## config.mk

```make
export PLATFORM = sky130hd
export DESIGN_NAME = length_prefixed_frame_deframer_core
export DESIGN_NICKNAME = d
export VERILOG_FILES = /design/src/rtl/lpfd_pkg.sv /design/src/rtl/lpfd_in_stage.sv /design/src/rtl/lpfd_decode.sv /design/src/rtl/length_prefixed_frame_deframer_core.sv
export SDC_FILE = /design/constraint.sdc
export NUM_CORES = 1
export LEC_CHECK = 0
export CAP_MARGIN = 15
export CORE_MARGIN = 10
export CORE_UTILIZATION = 44
export DETAILED_ROUTE_END_ITERATION = 16
export DONT_BUFFER_PORTS = 1
export GPL_ROUTABILITY_DRIVEN = 0
export REMOVE_ABC_BUFFERS = 1
export SKIP_CTS_REPAIR_TIMING = 1
export SLEW_MARGIN = 40
export SYNTH_ARGS = -nofsm -noshare
export SYNTH_HDL_FRONTEND = slang
export SYNTH_HIERARCHICAL = 1
export SYNTH_SLANG_ARGS = --single-unit
```

## constraint.sdc

```tcl
create_clock -name clk_i -period 5.1 [get_ports clk_i]
set_clock_uncertainty 0.15 [all_clocks]
set_input_delay 0.255 -clock clk_i [delete_from_list [all_inputs] [get_ports clk_i]]
set_output_delay 0.255 -clock clk_i [all_outputs]
set_load 0.03 [all_outputs]
```

## src/rtl/lpfd_pkg.sv

```systemverilog
// Package for the length-prefixed frame deframer.
// Holds the header constants, the result kind codes and the result struct.
// No dependencies.
`default_nettype none

package lpfd_pkg;

  localparam int unsigned HeaderBytes = 8;
  localparam int unsigned CntW        = $clog2(HeaderBytes);

  localparam logic [31:0] MagicNormal  = 32'h4B27_7B06;
  localparam logic [31:0] MagicSwapped = 32'h067B_274B;
  localparam logic [31:0] MaxLenReset  = 32'd1048576;

  typedef enum logic [1:0] {
    KIND_PAYLOAD   = 2'd0,
    KIND_BAD_TYPE  = 2'd1,
    KIND_ZERO_LEN  = 2'd2,
    KIND_TOO_LARGE = 2'd3
  } kind_e;

  typedef enum logic [1:0] {
    MODE_HUNT    = 2'b01,
    MODE_PAYLOAD = 2'b10
  } mode_e;

  typedef struct packed {
    kind_e       kind;
    logic [7:0]  payload_byte;
    logic        last;
    logic        swapped_order;
  } lpfd_result_t;

endpackage

`default_nettype wire

```

## src/rtl/lpfd_in_stage.sv

```systemverilog
// Input register of the deframer: holds one received byte until the
// decode stage takes it. Depends on nothing but the clock and reset.
`default_nettype none

module lpfd_in_stage (
  input  wire logic       clk_i,
  input  wire logic       rst_ni,
  input  wire logic       in_valid_i,
  output logic            in_ready_o,
  input  wire logic [7:0] in_byte_i,
  output logic            item_valid_o,
  output logic [7:0]      item_byte_o,
  input  wire logic       item_take_i
);

  logic       valid_q, valid_d;
  logic [7:0] byte_q;
  logic       load;

  // The register may be refilled in the same cycle that the decode stage empties it.
  assign in_ready_o = !valid_q || item_take_i;
  assign load       = in_valid_i && in_ready_o;

  always_comb begin
    valid_d = valid_q;
    if (load) begin
      valid_d = 1'b1;
    end else if (item_take_i) begin
      valid_d = 1'b0;
    end
  end

  always_ff @(posedge clk_i or negedge rst_ni) begin
    if (!rst_ni) begin
      valid_q <= 1'b0;
    end else begin
      valid_q <= valid_d;
    end
  end

  always_ff @(posedge clk_i) begin
    if (load) begin
      byte_q <= in_byte_i;
    end
  end

  assign item_valid_o = valid_q;
  assign item_byte_o  = byte_q;

endmodule

`default_nettype wire

```

## src/rtl/lpfd_decode.sv

```systemverilog
// Decode stage of the deframer: header collection, header checks, payload
// counting and the result register. Depends on lpfd_pkg.
`default_nettype none

module lpfd_decode (
  input  wire logic                clk_i,
  input  wire logic                rst_ni,
  input  wire logic                item_valid_i,
  input  wire logic [7:0]          item_byte_i,
  output logic                     item_take_o,
  input  wire logic [31:0]         max_len_i,
  output logic                     out_valid_o,
  input  wire logic                out_ready_i,
  output lpfd_pkg::lpfd_result_t   result_o
);

  localparam int unsigned CntW = lpfd_pkg::CntW;
  localparam logic [CntW-1:0] CntLast = CntW'(lpfd_pkg::HeaderBytes - 1);

  lpfd_pkg::mode_e        mode_q, mode_d;
  logic [CntW-1:0]        cnt_q, cnt_d;
  logic [31:0]            rem_q, rem_d;
  logic                   swap_q, swap_d;
  logic [7:0]             hdr_q [0:lpfd_pkg::HeaderBytes-2];
  logic                   hdr_we;

  logic                   out_valid_q, out_valid_d;
  lpfd_pkg::lpfd_result_t res_q, res_d;
  logic                   res_valid;

  logic [31:0]            type_w, len_le, len_sw, len_sel;
  logic                   is_normal, is_swapped, pay_last;

  assign item_take_o = item_valid_i && (!out_valid_q || out_ready_i);

  // The eighth header byte is used straight from the input register.
  assign type_w     = {item_byte_i, hdr_q[6], hdr_q[5], hdr_q[4]};
  assign len_le     = {hdr_q[3], hdr_q[2], hdr_q[1], hdr_q[0]};
  assign len_sw     = {hdr_q[0], hdr_q[1], hdr_q[2], hdr_q[3]};
  assign is_normal  = (type_w == lpfd_pkg::MagicNormal);
  assign is_swapped = (type_w == lpfd_pkg::MagicSwapped);
  assign len_sel    = is_swapped ? len_sw : len_le;
  assign pay_last   = (rem_q <= 32'd1);

  always_comb begin
    mode_d    = mode_q;
    cnt_d     = cnt_q;
    rem_d     = rem_q;
    swap_d    = swap_q;
    hdr_we    = 1'b0;
    res_valid = 1'b0;
    res_d     = '{kind: lpfd_pkg::KIND_PAYLOAD, payload_byte: 8'd0,
                  last: 1'b0, swapped_order: 1'b0};
    if (item_take_o) begin
      case (mode_q)
        lpfd_pkg::MODE_PAYLOAD: begin
          res_valid           = 1'b1;
          res_d.payload_byte  = item_byte_i;
          res_d.last          = pay_last;
          res_d.swapped_order = swap_q;
          if (pay_last) begin
            mode_d = lpfd_pkg::MODE_HUNT;
            rem_d  = 32'd0;
          end else begin
            rem_d = rem_q - 32'd1;
          end
        end
        lpfd_pkg::MODE_HUNT: begin
          if (cnt_q != CntLast) begin
            hdr_we = 1'b1;
            cnt_d  = cnt_q + CntW'(1);
          end else begin
            cnt_d = '0;
            if (!is_normal && !is_swapped) begin
              res_valid  = 1'b1;
              res_d.kind = lpfd_pkg::KIND_BAD_TYPE;
            end else if (len_sel == 32'd0) begin
              res_valid           = 1'b1;
              res_d.kind          = lpfd_pkg::KIND_ZERO_LEN;
              res_d.swapped_order = is_swapped;
            end else if (len_sel > max_len_i) begin
              res_valid           = 1'b1;
              res_d.kind          = lpfd_pkg::KIND_TOO_LARGE;
              res_d.swapped_order = is_swapped;
            end else begin
              mode_d = lpfd_pkg::MODE_PAYLOAD;
              rem_d  = len_sel;
              swap_d = is_swapped;
            end
          end
        end
        default: begin
          mode_d = lpfd_pkg::MODE_HUNT;
          cnt_d  = '0;
          rem_d  = 32'd0;
        end
      endcase
    end
  end

  always_comb begin
    out_valid_d = out_valid_q;
    if (item_take_o) begin
      out_valid_d = res_valid;
    end else if (out_ready_i) begin
      out_valid_d = 1'b0;
    end
  end

  always_ff @(posedge clk_i or negedge rst_ni) begin
    if (!rst_ni) begin
      mode_q      <= lpfd_pkg::MODE_HUNT;
      cnt_q       <= '0;
      rem_q       <= 32'd0;
      swap_q      <= 1'b0;
      out_valid_q <= 1'b0;
    end else begin
      mode_q      <= mode_d;
      cnt_q       <= cnt_d;
      rem_q       <= rem_d;
      swap_q      <= swap_d;
      out_valid_q <= out_valid_d;
    end
  end

  always_ff @(posedge clk_i) begin
    if (hdr_we) begin
      hdr_q[cnt_q] <= item_byte_i;
    end
  end

  always_ff @(posedge clk_i) begin
    if (item_take_o && res_valid) begin
      res_q <= res_d;
    end
  end

  assign out_valid_o = out_valid_q;
  assign result_o    = res_q;

`ifndef SYNTH
  a_payload_has_count: assert property (@(posedge clk_i) disable iff (!rst_ni)
    mode_q == lpfd_pkg::MODE_PAYLOAD |-> rem_q != 32'd0)
    else $error("payload mode with no bytes remaining");

  a_hunt_clear_count: assert property (@(posedge clk_i) disable iff (!rst_ni)
    mode_q == lpfd_pkg::MODE_HUNT |-> rem_q == 32'd0)
    else $error("remaining count not cleared while hunting");

  a_payload_no_header: assert property (@(posedge clk_i) disable iff (!rst_ni)
    mode_q == lpfd_pkg::MODE_PAYLOAD |-> cnt_q == '0)
    else $error("header count left over in payload mode");

  a_last_ends_frame: assert property (@(posedge clk_i) disable iff (!rst_ni)
    item_take_o && mode_q == lpfd_pkg::MODE_PAYLOAD && pay_last
    |=> mode_q == lpfd_pkg::MODE_HUNT)
    else $error("frame did not end after its last byte");

  a_error_fields: assert property (@(posedge clk_i) disable iff (!rst_ni)
    out_valid_q && res_q.kind != lpfd_pkg::KIND_PAYLOAD
    |-> !res_q.last && res_q.payload_byte == 8'd0)
    else $error("error result carries payload fields");
`endif

endmodule

`default_nettype wire

```

## src/rtl/length_prefixed_frame_deframer_core.sv

```systemverilog
// Each accepted byte passes the input register, then the result register, to the output.
// Throughput: one byte per cycle, set by the input register, unless the output stalls.
// Header bytes and good headers give no result; each payload byte and each error one.
// Reset (rst_ni low, asynchronous) empties both registers, restarts header hunting
// and sets the maximum payload length to 1048576.
`default_nettype none

module length_prefixed_frame_deframer_core (
  input  wire logic        clk_i,
  input  wire logic        rst_ni,
  // Configuration write channel: the maximum payload length.
  input  wire logic        cfg_valid_i,
  output logic             cfg_ready_o,
  input  wire logic [31:0] cfg_data_i,
  // Received byte stream.
  input  wire logic        in_valid_i,
  output logic             in_ready_o,
  input  wire logic [7:0]  in_byte_i,
  // Results.
  output logic             out_valid_o,
  input  wire logic        out_ready_i,
  output logic [1:0]       kind_o,
  output logic [7:0]       payload_byte_o,
  output logic             last_o,
  output logic             swapped_order_o
);

  logic                   item_valid;
  logic [7:0]             item_byte;
  logic                   item_take;
  logic [31:0]            max_len_q;
  lpfd_pkg::lpfd_result_t result;

  // The configuration register is always ready; a transaction is to be issued only
  // while idle, so it never changes under a frame. The block does not enforce this.
  assign cfg_ready_o = 1'b1;

  always_ff @(posedge clk_i or negedge rst_ni) begin
    if (!rst_ni) begin
      max_len_q <= lpfd_pkg::MaxLenReset;
    end else if (cfg_valid_i && cfg_ready_o) begin
      max_len_q <= cfg_data_i;
    end
  end

  // Input register: parts the upstream handshake from the decode logic,
  // and refills in the same cycle in which the decode stage takes its byte.
  lpfd_in_stage u_in_stage (
    .clk_i        (clk_i),
    .rst_ni       (rst_ni),
    .in_valid_i   (in_valid_i),
    .in_ready_o   (in_ready_o),
    .in_byte_i    (in_byte_i),
    .item_valid_o (item_valid),
    .item_byte_o  (item_byte),
    .item_take_i  (item_take)
  );

  // Decode stage: collects the eight header bytes, checks the type word in
  // both byte orders, checks the length against zero and the maximum, then
  // counts the payload through. Its result register is the output register,
  // so a stalled result holds while the next byte waits in the input register.
  lpfd_decode u_decode (
    .clk_i        (clk_i),
    .rst_ni       (rst_ni),
    .item_valid_i (item_valid),
    .item_byte_i  (item_byte),
    .item_take_o  (item_take),
    .max_len_i    (max_len_q),
    .out_valid_o  (out_valid_o),
    .out_ready_i  (out_ready_i),
    .result_o     (result)
  );

  assign kind_o          = result.kind;
  assign payload_byte_o  = result.payload_byte;
  assign last_o          = result.last;
  assign swapped_order_o = result.swapped_order;

endmodule

`default_nettype wire

```

### Word level (Yosys, flattened, before mapping)

Memories as Yosys holds them, arrays and structs flattened.
Cells that the tools add are included.
Widths: inputs -> output; s select.

| word-level totals | value |
|---|---|
| flip-flop bits (word level) | 92 |
| bits in latches | 0 |
| bits in writable memories | 56 |
| memory bits (read-only) | 0 |
| bits of input ports | 45 |
| output and inout bits | 15 |
| logic and storage cells | 93 |
| memories | 1 |

| cells by class | value |
|---|---|
| add/sub/neg operators | 2 |
| $mul | 0 |
| div/mod/pow operators | 0 |
| $lt $le $gt $ge | 2 |
| equality and inequality tests | 10 |
| shift operators | 0 |
| mux-type cells | 38 |
| bitwise operators | 7 |
| reduce and logical (&&, ||, !) cells | 20 |

Memories:

| memory | depth | bits a word | rd ports | clocked after memory_dff | write ports | line | source |
|---|---|---|---|---|---|---|---|
| u_decode.hdr_q | 7 | 8 | 7 | 0 | 1 | lpfd_decode.sv:24 | `logic [7:0] hdr_q [0:lpfd_pkg::HeaderBytes-2];` |

Operators by type and width:

| operator | count |
|---|---|
| $mux 32 | 6 |
| $pmux 32 s2 | 1 |
| $eq 32x27->1 const B | 1 |
| $eq 32x31->1 const B | 1 |
| $gt 32x32->1 | 1 |
| $le 32x1->1 const B | 1 |
| $logic_not 32->1 | 1 |
| $sub 32x1->32 const B | 1 |
| $mux 1 | 19 |
| $mux 2 | 7 |
| $reduce_and 6->1 | 2 |
| $ne 2x2->1 const B | 4 |
| $not 1->1 | 7 |
| $pmux 3 s2 | 1 |
| $reduce_and 5->1 | 1 |
| $logic_and 1x1->1 | 4 |
| $logic_not 1->1 | 4 |
| $pmux 1 s2 | 2 |
| $pmux 2 s2 | 1 |
| $reduce_and 2->1 | 2 |
| $reduce_bool 2->1 | 2 |
| $reduce_or 4->1 | 1 |
| $add 3x1->3 const B | 1 |
| $mux 3 | 1 |
| 6 further kinds | 7 |

### Depth between registers and ports, before layout

Gate-level depths: netlist of the first run.
An unclocked memory read counts as a cell.

| depth | value |
|---|---|
| depth in word-level cells | 11 |
| depth in mapped cells | 14 |

### Modules after synthesis

The synthesis of the first run kept the hierarchy.

Modules (own cells, without submodules):

| module | times used | cells each | area each (sq um) | seq. area each (sq um) |
|---|---|---|---|---|
| lpfd_decode | 1 | 588 | 6170.9 | 3019.1 |
| length_prefixed_frame_deframer_core | 1 | 70 | 1357.6 | 802.0 |
| lpfd_in_stage | 1 | 12 | 294.0 | 265.3 |

### Worst setup path after synthesis of the first run

No wires, ideal clock.

| path | value |
|---|---|
| kind | reg-to-reg |
| from | register u_in_stage.byte_q[5] (netlist: u_in_stage/item_byte_o[5]) |
| to | register u_decode.res_q (netlist bit u_decode/result_o[0]) (enable) |
| library setup time | 400 ps |
| data arrival time | 4142 ps |
| data required time | 4550 ps |
| path slack | 408 ps |
| cell stages (with the launch flop) | 14 |
| path buffers | 1 |
| clock period less this slack | 4692 ps |
| cell sequence | edfxtp_1 nor4b_1 nand4_1 nor2_2 buf_2 mux2_2 ha_1 nand4_2 nor4_4 inv_2 a311oi_1 nor2_1 and3_1 o31ai_1 |

| between the ends | value |
|---|---|
| longest elaborated chain between the ends | 10 |
| elaborated cells between the ends (all ways) | 15 |
| classes of those cells | order compare (1); eq/ne (2); mux (7); reduce/logical (5) |

RTL lines:

| what | line | source |
|---|---|---|
| start: declaration | lpfd_in_stage.sv:17 | `logic [7:0] byte_q;` |
| start signal: assignment | lpfd_in_stage.sv:43 | `byte_q <= in_byte_i;` |
| $eq 32x27->1 | lpfd_decode.sv:41 | `assign is_swapped = (type_w == lpfd_pkg::MagicSwapped);` |
| $mux 32 | lpfd_decode.sv:42 | `assign len_sel = is_swapped ? len_sw : len_le;` |
| $gt 32x32->1 | lpfd_decode.sv:81 | `end else if (len_sel > max_len_i) begin` |
| $mux 1 | lpfd_decode.sv:81 |  |
| $mux 1 | lpfd_decode.sv:77 | `end else if (len_sel == 32'd0) begin` |
| $mux 1 (*) | lpfd_decode.sv:74 | `if (!is_normal && !is_swapped) begin` |
| $mux 1 (*) | lpfd_decode.sv:69 | `if (cnt_q != CntLast) begin` |
| $pmux 1 s2 (*) | lpfd_decode.sv:55 | `case (mode_q)` |
| $mux 1 (*) | lpfd_decode.sv:54 | `if (item_take_o) begin` |
| $logic_and 1x1->1 (*) | lpfd_decode.sv:133 | `if (item_take_o && res_valid) begin` |
| end signal: assignment | lpfd_decode.sv:134 | `res_q <= res_d;` |
| end: declaration | lpfd_decode.sv:28 | `lpfd_pkg::lpfd_result_t res_q, res_d;` |

Every way passes the cells marked *; elsewhere a longest branch is shown, timed or not.
A chain may end at the register's enable or synchronous reset.

### Worst setup path in the final report of the first run

| path | value |
|---|---|
| from | register u_in_stage.byte_q[0] (netlist: u_in_stage/item_byte_o[0]) |
| to | register u_decode.rem_q[5] |

| between the ends | value |
|---|---|
| longest elaborated chain between the ends | 7 |
| elaborated cells between the ends (all ways) | 17 |
| classes of those cells | order compare (1); eq/ne (5); mux (6); reduce/logical (5) |

RTL lines:

| what | line | source |
|---|---|---|
| parallel branches: the longest is 7 deep, another holds $gt 32x32->1 | -- |  |
| end signal: assignment | lpfd_decode.sv:120 | `rem_q <= rem_d;` |
| end: declaration | lpfd_decode.sv:22 | `logic [31:0] rem_q, rem_d;` |

Parallel ways; which one is timed is not known. The select of a mux whose other input is x is not followed.

==> results.json, run 1 <==
{
  "die_w_um": 153,
  "post-dp-hpwl_mm": 15.3,
  "crit_arrival_ps": 4880,
  "p_clk_share_pct": 35.4,
  "rows": 48,
  "max_stage_delay_ps": 560,
  "drt_iter0_markers": 631,
  "fin_area_um2": 9390,
  "r2r_slack_ps": 330,
  "fmax_mhz": 210,
  "synth-edff-count": 76,
  "final_cells": 983,
  "avgRoutedWirePerCell_um": 22.4,
  "numPlacedInstances": 876,
  "postSynth.asyncResetShare_pct": 48.6,
  "hp-start": "in_valid_i",
  "dr.pass1.iters": 5,
  "cp_common_cell": "nand4_1",
  "setup_viol": 0,
  "cts_tree": "done",
  "start_util_pct": 45.1,
  "place_area_um2": 8010,
  "slowest_stage": "edfxtp_1",
  "critical_path_depth": 14,
  "synth-seq-cells": 148,
  "ys.flop_type": "edfxtp_1",
  "ant_nets": 0,
  "grt_max_degree": 73,
  "pwr-share-seq_pct": 45.5,
  "synthTopCellsByArea": "edfxtp_1, dfrtp_1, ha_1, mux2_4, mux2_2",
  "clock_path_buffers": 2,
  "rsz0062_at_grt": "no",
  "drc": 0,
  "drv_slew": 0,
  "failed_checks": "hold timing",
  "grt_overflow": 0,
  "diodes": 0,
  "dieArea_um2": 23500,
  "io_pins": 60,
  "insertion_delay_ps": 430,
  "synth_most_common_cell": "edfxtp_1",
  "ir_drop_v": 0.000272,
  "htreeDepth": 4,
  "power_mw": 3.71,
  "synth.top_cells.by_count": "edfxtp_1, dfrtp_1, o21ai_0",
  "hp-class": "primary input to flop",
  "first_global_vias": 5747,
  "crit_buf_inv": 3,
  "yosysTopAreaCell": "edfxtp_1",
  "fp.dieH_um": 153,
  "crit_type": "flop to flop",
  "drv_cap": 0,
  "viasPerCell": 6.10,
  "wirelength_mm": 22.1,
  "crit_path_end_kind": "flop",
  "vias": 5998,
  "fin_crit_sh_pct": 93.5,
  "r2r-start": "u_in_stage/item_byte_o[0]$_DFFE_PP_",
  "hold_viol": 2,
  "fin_nets": 828,
  "synth_top_cell_area_share_pct": 29.2,
  "grt_util_all_layers_pct": 17.9,
  "synthCells": 670,
  "worstPathCellList": "nor4bb_1 -> nand4_1 -> nor2_2 -> buf_12 -> mux2_2 -> ha_1 -> nand4_1 -> nor4_4 -> inv_2 -> a311o_1 -> a31oi_4 -> buf_4 -> nand2b_2 -> o21ai_0",
  "drive_gt1_share_pct": 16.5,
  "reg2reg_depth": 14,
  "worstSetupStartpoint": "u_in_stage/item_byte_o[0]$_DFFE_PP_",
  "relSlewSlack_pct": 41.7,
  "p_per_area_nw_per_um2": 395,
  "critPathTopFamily": "simple AND/OR/NAND/NOR gates",
  "io_buffers": 0,
  "power_frac_comb_pct": 19.2,
  "p_leak_nw": 3.67,
  "numCtsBuffers": 17,
  "holdWs_ps": -0.288,
  "cp.required_ps": 5220,
  "yosysWarningCount": 6,
  "cts_root_buffer": "clkbuf_16",
  "switching_share_pct": 31.2,
  "core_area_um2": 17400,
  "syn-cell-area_um2": 7820,
  "clk_pin_slew_worst_paths_ps": 60,
  "p_int_mw": 2.55,
  "netSwitchingPower_mw": 1.16,
  "grt_pass1_wl_mm": 33.1,
  "fin_crit_ps": 4770,
  "hold_depth": 1,
  "status": "finished, violations left",
  "areaGrowthSynthToFinish_pct": 20.0,
  "ys_seq_area_share_pct": 52.2,
  "numClockSinks": 148,
  "syn_avg_cell_area_um2": 11.7,
  "antenna_found_initial": 0,
  "yosysUniqueCellTypes": 68,
  "cp-start-kind": "flop",
  "tightest_slew_ps": 874,
  "cp_max_fo": 34
}
## per-layer routing
| layer | vias to the layer above | wire length, um | track usage, % |
|---|---|---|---|
| met4 | 0 | 728 | 8.14 |
| met3 | 63 | 1600 | 4.46 |
| met5 | - | 0 | 0 |
| met1 | 2981 | 9150 | 22.0 |
| li1 | 2671 | - | - |
| met2 | 283 | 10600 | 29.2 |
## metrics by stage
| step | setup TNS (ps) | setup slack (ps) | utilization [%] |
|---|---|---|---|
| after CTS | 0 | 365 | 49.7 |
| after floorplan | -1230 | -103 | - |
| after global placement | 0 | 573 | 46.1 |
| after global routing | 0 | 111 | 54.1 |
| after detailed placement | 0 | 398 | 46.1 |
| final | 0 | 334 | 54.1 |
## power groups by stage
stage	logic [mW]	registers, mW	clock network, mW
after floorplan	0.466	1.65	0
after detailed placement	0.620	1.70	0
final	0.711	1.69	1.31
after global routing	0.792	1.72	1.38
after global placement	0.598	1.69	0
after CTS	0.625	1.68	1.33
## layout by cell type, fill, tap and decap left out, types with 3 or more instances in the layout
master | netlist | routed
a21oi_1 | 38 | 38
a22oi_1 | 16 | 16
a32oi_1 | 3 | 3
and3_1 | 11 | 11
buf_4 | 4 | 8
bufinv_16 | 0 | 3
clkbuf_16 | 0 | 17
dfrtp_1 | 70 | 70
dlygate4sd3_1 | 0 | 74
edfxtp_1 | 76 | 76
ha_1 | 38 | 38
inv_1 | 40 | 40
inv_6 | 0 | 5
mux2_2 | 35 | 35
mux2_4 | 30 | 30
nand2_1 | 29 | 28
nand2b_1 | 10 | 10
nand3_1 | 5 | 5
nand4_1 | 17 | 17
nor2_1 | 43 | 43
nor3_1 | 21 | 21
nor4_1 | 14 | 14
nor4_2 | 3 | 3
nor4bb_1 | 8 | 8
o21ai_0 | 61 | 61
o21ai_1 | 3 | 3
o31ai_1 | 18 | 17
xnor2_1 | 4 | 4
## final cells by class
class	instances	area, um^2
Timing Repair Buffer	84	848
Multi-Input combinational cell	453	3400
Inverter	41	154
Clock inverter	15	191
Sequential cell	148	4090
Clock buffer	17	425
Fill cell	1447	7970
Tap cell	225	282
## state kept, by name, summed over array words and instances, names as in the netlist
register,cells
u_decode/result_o,12
u_in_stage/item_valid_o,1
u_decode/hdr_q,56
u_decode/swap_q,1
u_decode/out_valid_o,1
u_in_stage/item_byte_o,8
max_len_q,32
u_decode/cnt_q,3
u_decode/rem_q,32
u_decode/mode_q,2
## logic make-up (layout without fill, tap and decap cells)
group | Yosys count | in the layout | share of synthesized area, %
compound gates | 158 | 158 | 12.3
xor+xnor | 5 | 5 | 0.560
fa+ha+maj | 38 | 38 | 6.08
buf+inv | 69 | 157 | 4.35
flops | 148 | 148 | 52.2
mux | 67 | 67 | 11.1
other cells | 1 | 1 | 0.0479
simple gates | 184 | 184 | 13.3
## worst paths after layout
check | to
min in group asynchronous | max_len_q[26]$_DFFE_PN0P_
worst min register to register | u_decode/rem_q[12]$_DFFE_PN0P_
max in group asynchronous | u_decode/mode_q[0]$_DFFE_PN1P_
worst max register to register | u_decode/rem_q[5]$_DFFE_PN0P_
worst max-delay path | u_decode/rem_q[5]$_DFFE_PN0P_
worst min-delay path | u_in_stage/item_byte_o[3]$_DFFE_PP_
Power figures use the tool's default switching activity.
==> inputs of run 2 (changes only) <==
--- a/config.mk
+++ b/config.mk
@@ -7,10 +7,11 @@
 export LEC_CHECK = 0
 export CAP_MARGIN = 15
 export CORE_MARGIN = 10
-export CORE_UTILIZATION = 44
+export CORE_UTILIZATION = 59
 export DETAILED_ROUTE_END_ITERATION = 16
 export DONT_BUFFER_PORTS = 1
 export GPL_ROUTABILITY_DRIVEN = 0
+export PLACE_DENSITY = 0.75
 export REMOVE_ABC_BUFFERS = 1
 export SKIP_CTS_REPAIR_TIMING = 1
 export SLEW_MARGIN = 40
==> run 2 against run 1 <==
  * The flow now finishes without violations
  * Sequential cell count unchanged
  * Fmax shrank 1.5%
  * Utilization rose by 17 points
  * Cell count down 4.9%
  * Worst setup slack lost 73 ps
  * Design area fell by 0.59%
  * Global-route usage rose by 5.5 points
  * Largest cell class unchanged
==> results.json, run 2 (synthesized netlist as in run 1, its figures left out) <==
{
  "hp-class": "primary input to flop",
  "worstPathCellList": "nor4b_1 -> nand4_1 -> nor2_2 -> buf_4 -> mux2_2 -> ha_1 -> nand4_1 -> a2111o_1 -> a311o_1 -> a31oi_4 -> nand2b_4 -> o21ai_0",
  "drt_iter0_markers": 952,
  "holdWs_ps": 8.96,
  "grt_max_degree": 73,
  "cp_common_cell": "nand4_1",
  "slowest_stage": "edfxtp_1",
  "fin_crit_ps": 4840,
  "rsz0062_at_grt": "no",
  "hold_viol": 0,
  "largest_register": "u_decode/hdr_q",
  "numClockSinks": 148,
  "grt_pass1_wl_mm": 33.1,
  "wirelength_mm": 22.5,
  "dr.pass1.iters": 8,
  "antenna_found_initial": 0,
  "post-place-ws_ps": 305,
  "fin_nets": 829,
  "clk_pin_slew_worst_paths_ps": 60,
  "max_stage_delay_ps": 510,
  "numCtsBuffers": 17,
  "io_pins": 60,
  "ir_drop_v": 0.000361,
  "crit_type": "flop to flop",
  "vias": 6199,
  "rows": 42,
  "worst_slack_ps": 261,
  "die_w_um": 135,
  "multi_input_area_um2": 3410,
  "areaGrowthSynthToFinish_pct": 19.3,
  "p_per_area_nw_per_um2": 402,
  "drv_slew": 0,
  "post-dp-hpwl_mm": 14.7,
  "nFillCells": 904,
  "largest_reg_flops": 56,
  "crit_path_end_kind": "flop",
  "drv_cap": 0,
  "fin_crit_sh_pct": 94.9,
  "p_leak_nw": 3.67,
  "final_common_cell": "edfxtp_1",
  "viasPerCell": 6.63,
  "clock_path_buffers": 2,
  "crit_arrival_ps": 4960,
  "numPlacedInstances": 828,
  "fmax_mhz": 207,
  "drc": 0,
  "diodes": 0,
  "status": "complete, no violations",
  "cp_max_fo": 34,
  "final_cells": 935,
  "insertion_delay_ps": 430,
  "io_buffers": 0,
  "start_util_pct": 59.5,
  "grt_overflow": 0,
  "core_area_um2": 13100,
  "top_regs": "u_decode/hdr_q (56), max_len_q (32), u_decode/rem_q (32)",
  "final_cell_mix": "edfxtp_1, dlygate4sd3_1, dfrtp_1",
  "critPathTopFamily": "simple AND/OR/NAND/NOR gates",
  "grt_util_all_layers_pct": 23.4,
  "area.sequential_um2": 4090,
  "ant_nets": 0,
  "avgRoutedWirePerCell_um": 24.1,
  "drive_gt1_share_pct": 16.1,
  "cp.required_ps": 5220,
  "cts_root_buffer": "clkbuf_16",
  "cts_tree": "done",
  "dieArea_um2": 18300,
  "relSlewSlack_pct": 43.6,
  "cp-start-kind": "flop",
  "fin_util_pct": 71.1,
  "first_global_vias": 5870,
  "fp.dieH_um": 135,
  "setup_viol": 0,
  "htreeDepth": 4,
  "tightest_slew_ps": 846,
  "crit_buf_inv": 1
}
[run 2: cell count changes in the layout (fill, tap and decap cells not counted), sizes merged]
| cell | before | now |
|---|---|---|
| buf | 10 | 11 |
| inv | 48 | 43 |
| clkbuf | 17 | 22 |
[run 2: power by group]
part | switching (mW) | internal, mW | total, mW | leakage, nW
Clock | 0.496 | 0.817 | 1.31 | 0.300
Sequential | 0.245 | 1.46 | 1.70 | 1.56
Combinational | 0.421 | 0.319 | 0.740 | 1.81
[run 2: routing by layer]
layer / global-route usage [%] / part of all wire (%) / vias to the layer above
met5: 0 / 0 / -
met1: 27.1 / 37 / 2980
met2: 38.7 / 49 / 428
li1: - / - / 2667
met4: 11.7 / 5.3 / 0
met3: 7.05 / 9.0 / 124
[run 2: final cells by class]
type / instances / area share [%]
clock inverter: 10 / 1.58
tap: 176 / 2.36
clock buffer: 22 / 5.09
sequential: 148 / 43.8
multi-input combinational: 453 / 36.5
timing repair buffer: 85 / 9.03
inverter: 41 / 1.65
[run 2: worst paths after layout]
kind / cells after the start / end / from / slack (ps)
min reg2reg: 1 / u_decode/swap_q$_DFFE_PN0P_ / u_decode/swap_q$_DFFE_PN0P_ / 370
min: 2 / u_decode/out_valid_o$_DFFE_PN0P_ / out_ready_i / 9
max: 12 / u_decode/rem_q[28]$_DFFE_PN0P_ / u_in_stage/item_byte_o[7]$_DFFE_PP_ / 260
max in group asynchronous: 2 / u_decode/mode_q[0]$_DFFE_PN1P_ / rst_ni / 4230
max reg2reg: 12 / u_decode/rem_q[28]$_DFFE_PN0P_ / u_in_stage/item_byte_o[7]$_DFFE_PP_ / 260
min in group asynchronous: 2 / max_len_q[10]$_DFFE_PN0P_ / rst_ni / 220
[run 2: per-stage QoR]
step,total power [mW],setup TNS [ps],area (um^2)
finish,3.75,0,9340
global route,3.90,0,9340
CTS,3.63,0,8560
detailed placement,2.32,0,7940
global placement,2.28,0,7940
floorplan,2.11,-1230,7640
[run 2: worst register-to-register path: stages, from the launching register on]
cell	delay (ps)
edfxtp_1	510
nor4b_1	410
nand4_1	190
nor2_2	140
buf_4	400
mux2_2	470
ha_1	330
nand4_1	280
a2111o_1	460
a311o_1	330
a31oi_4	380
nand2b_4	410
o21ai_0	230
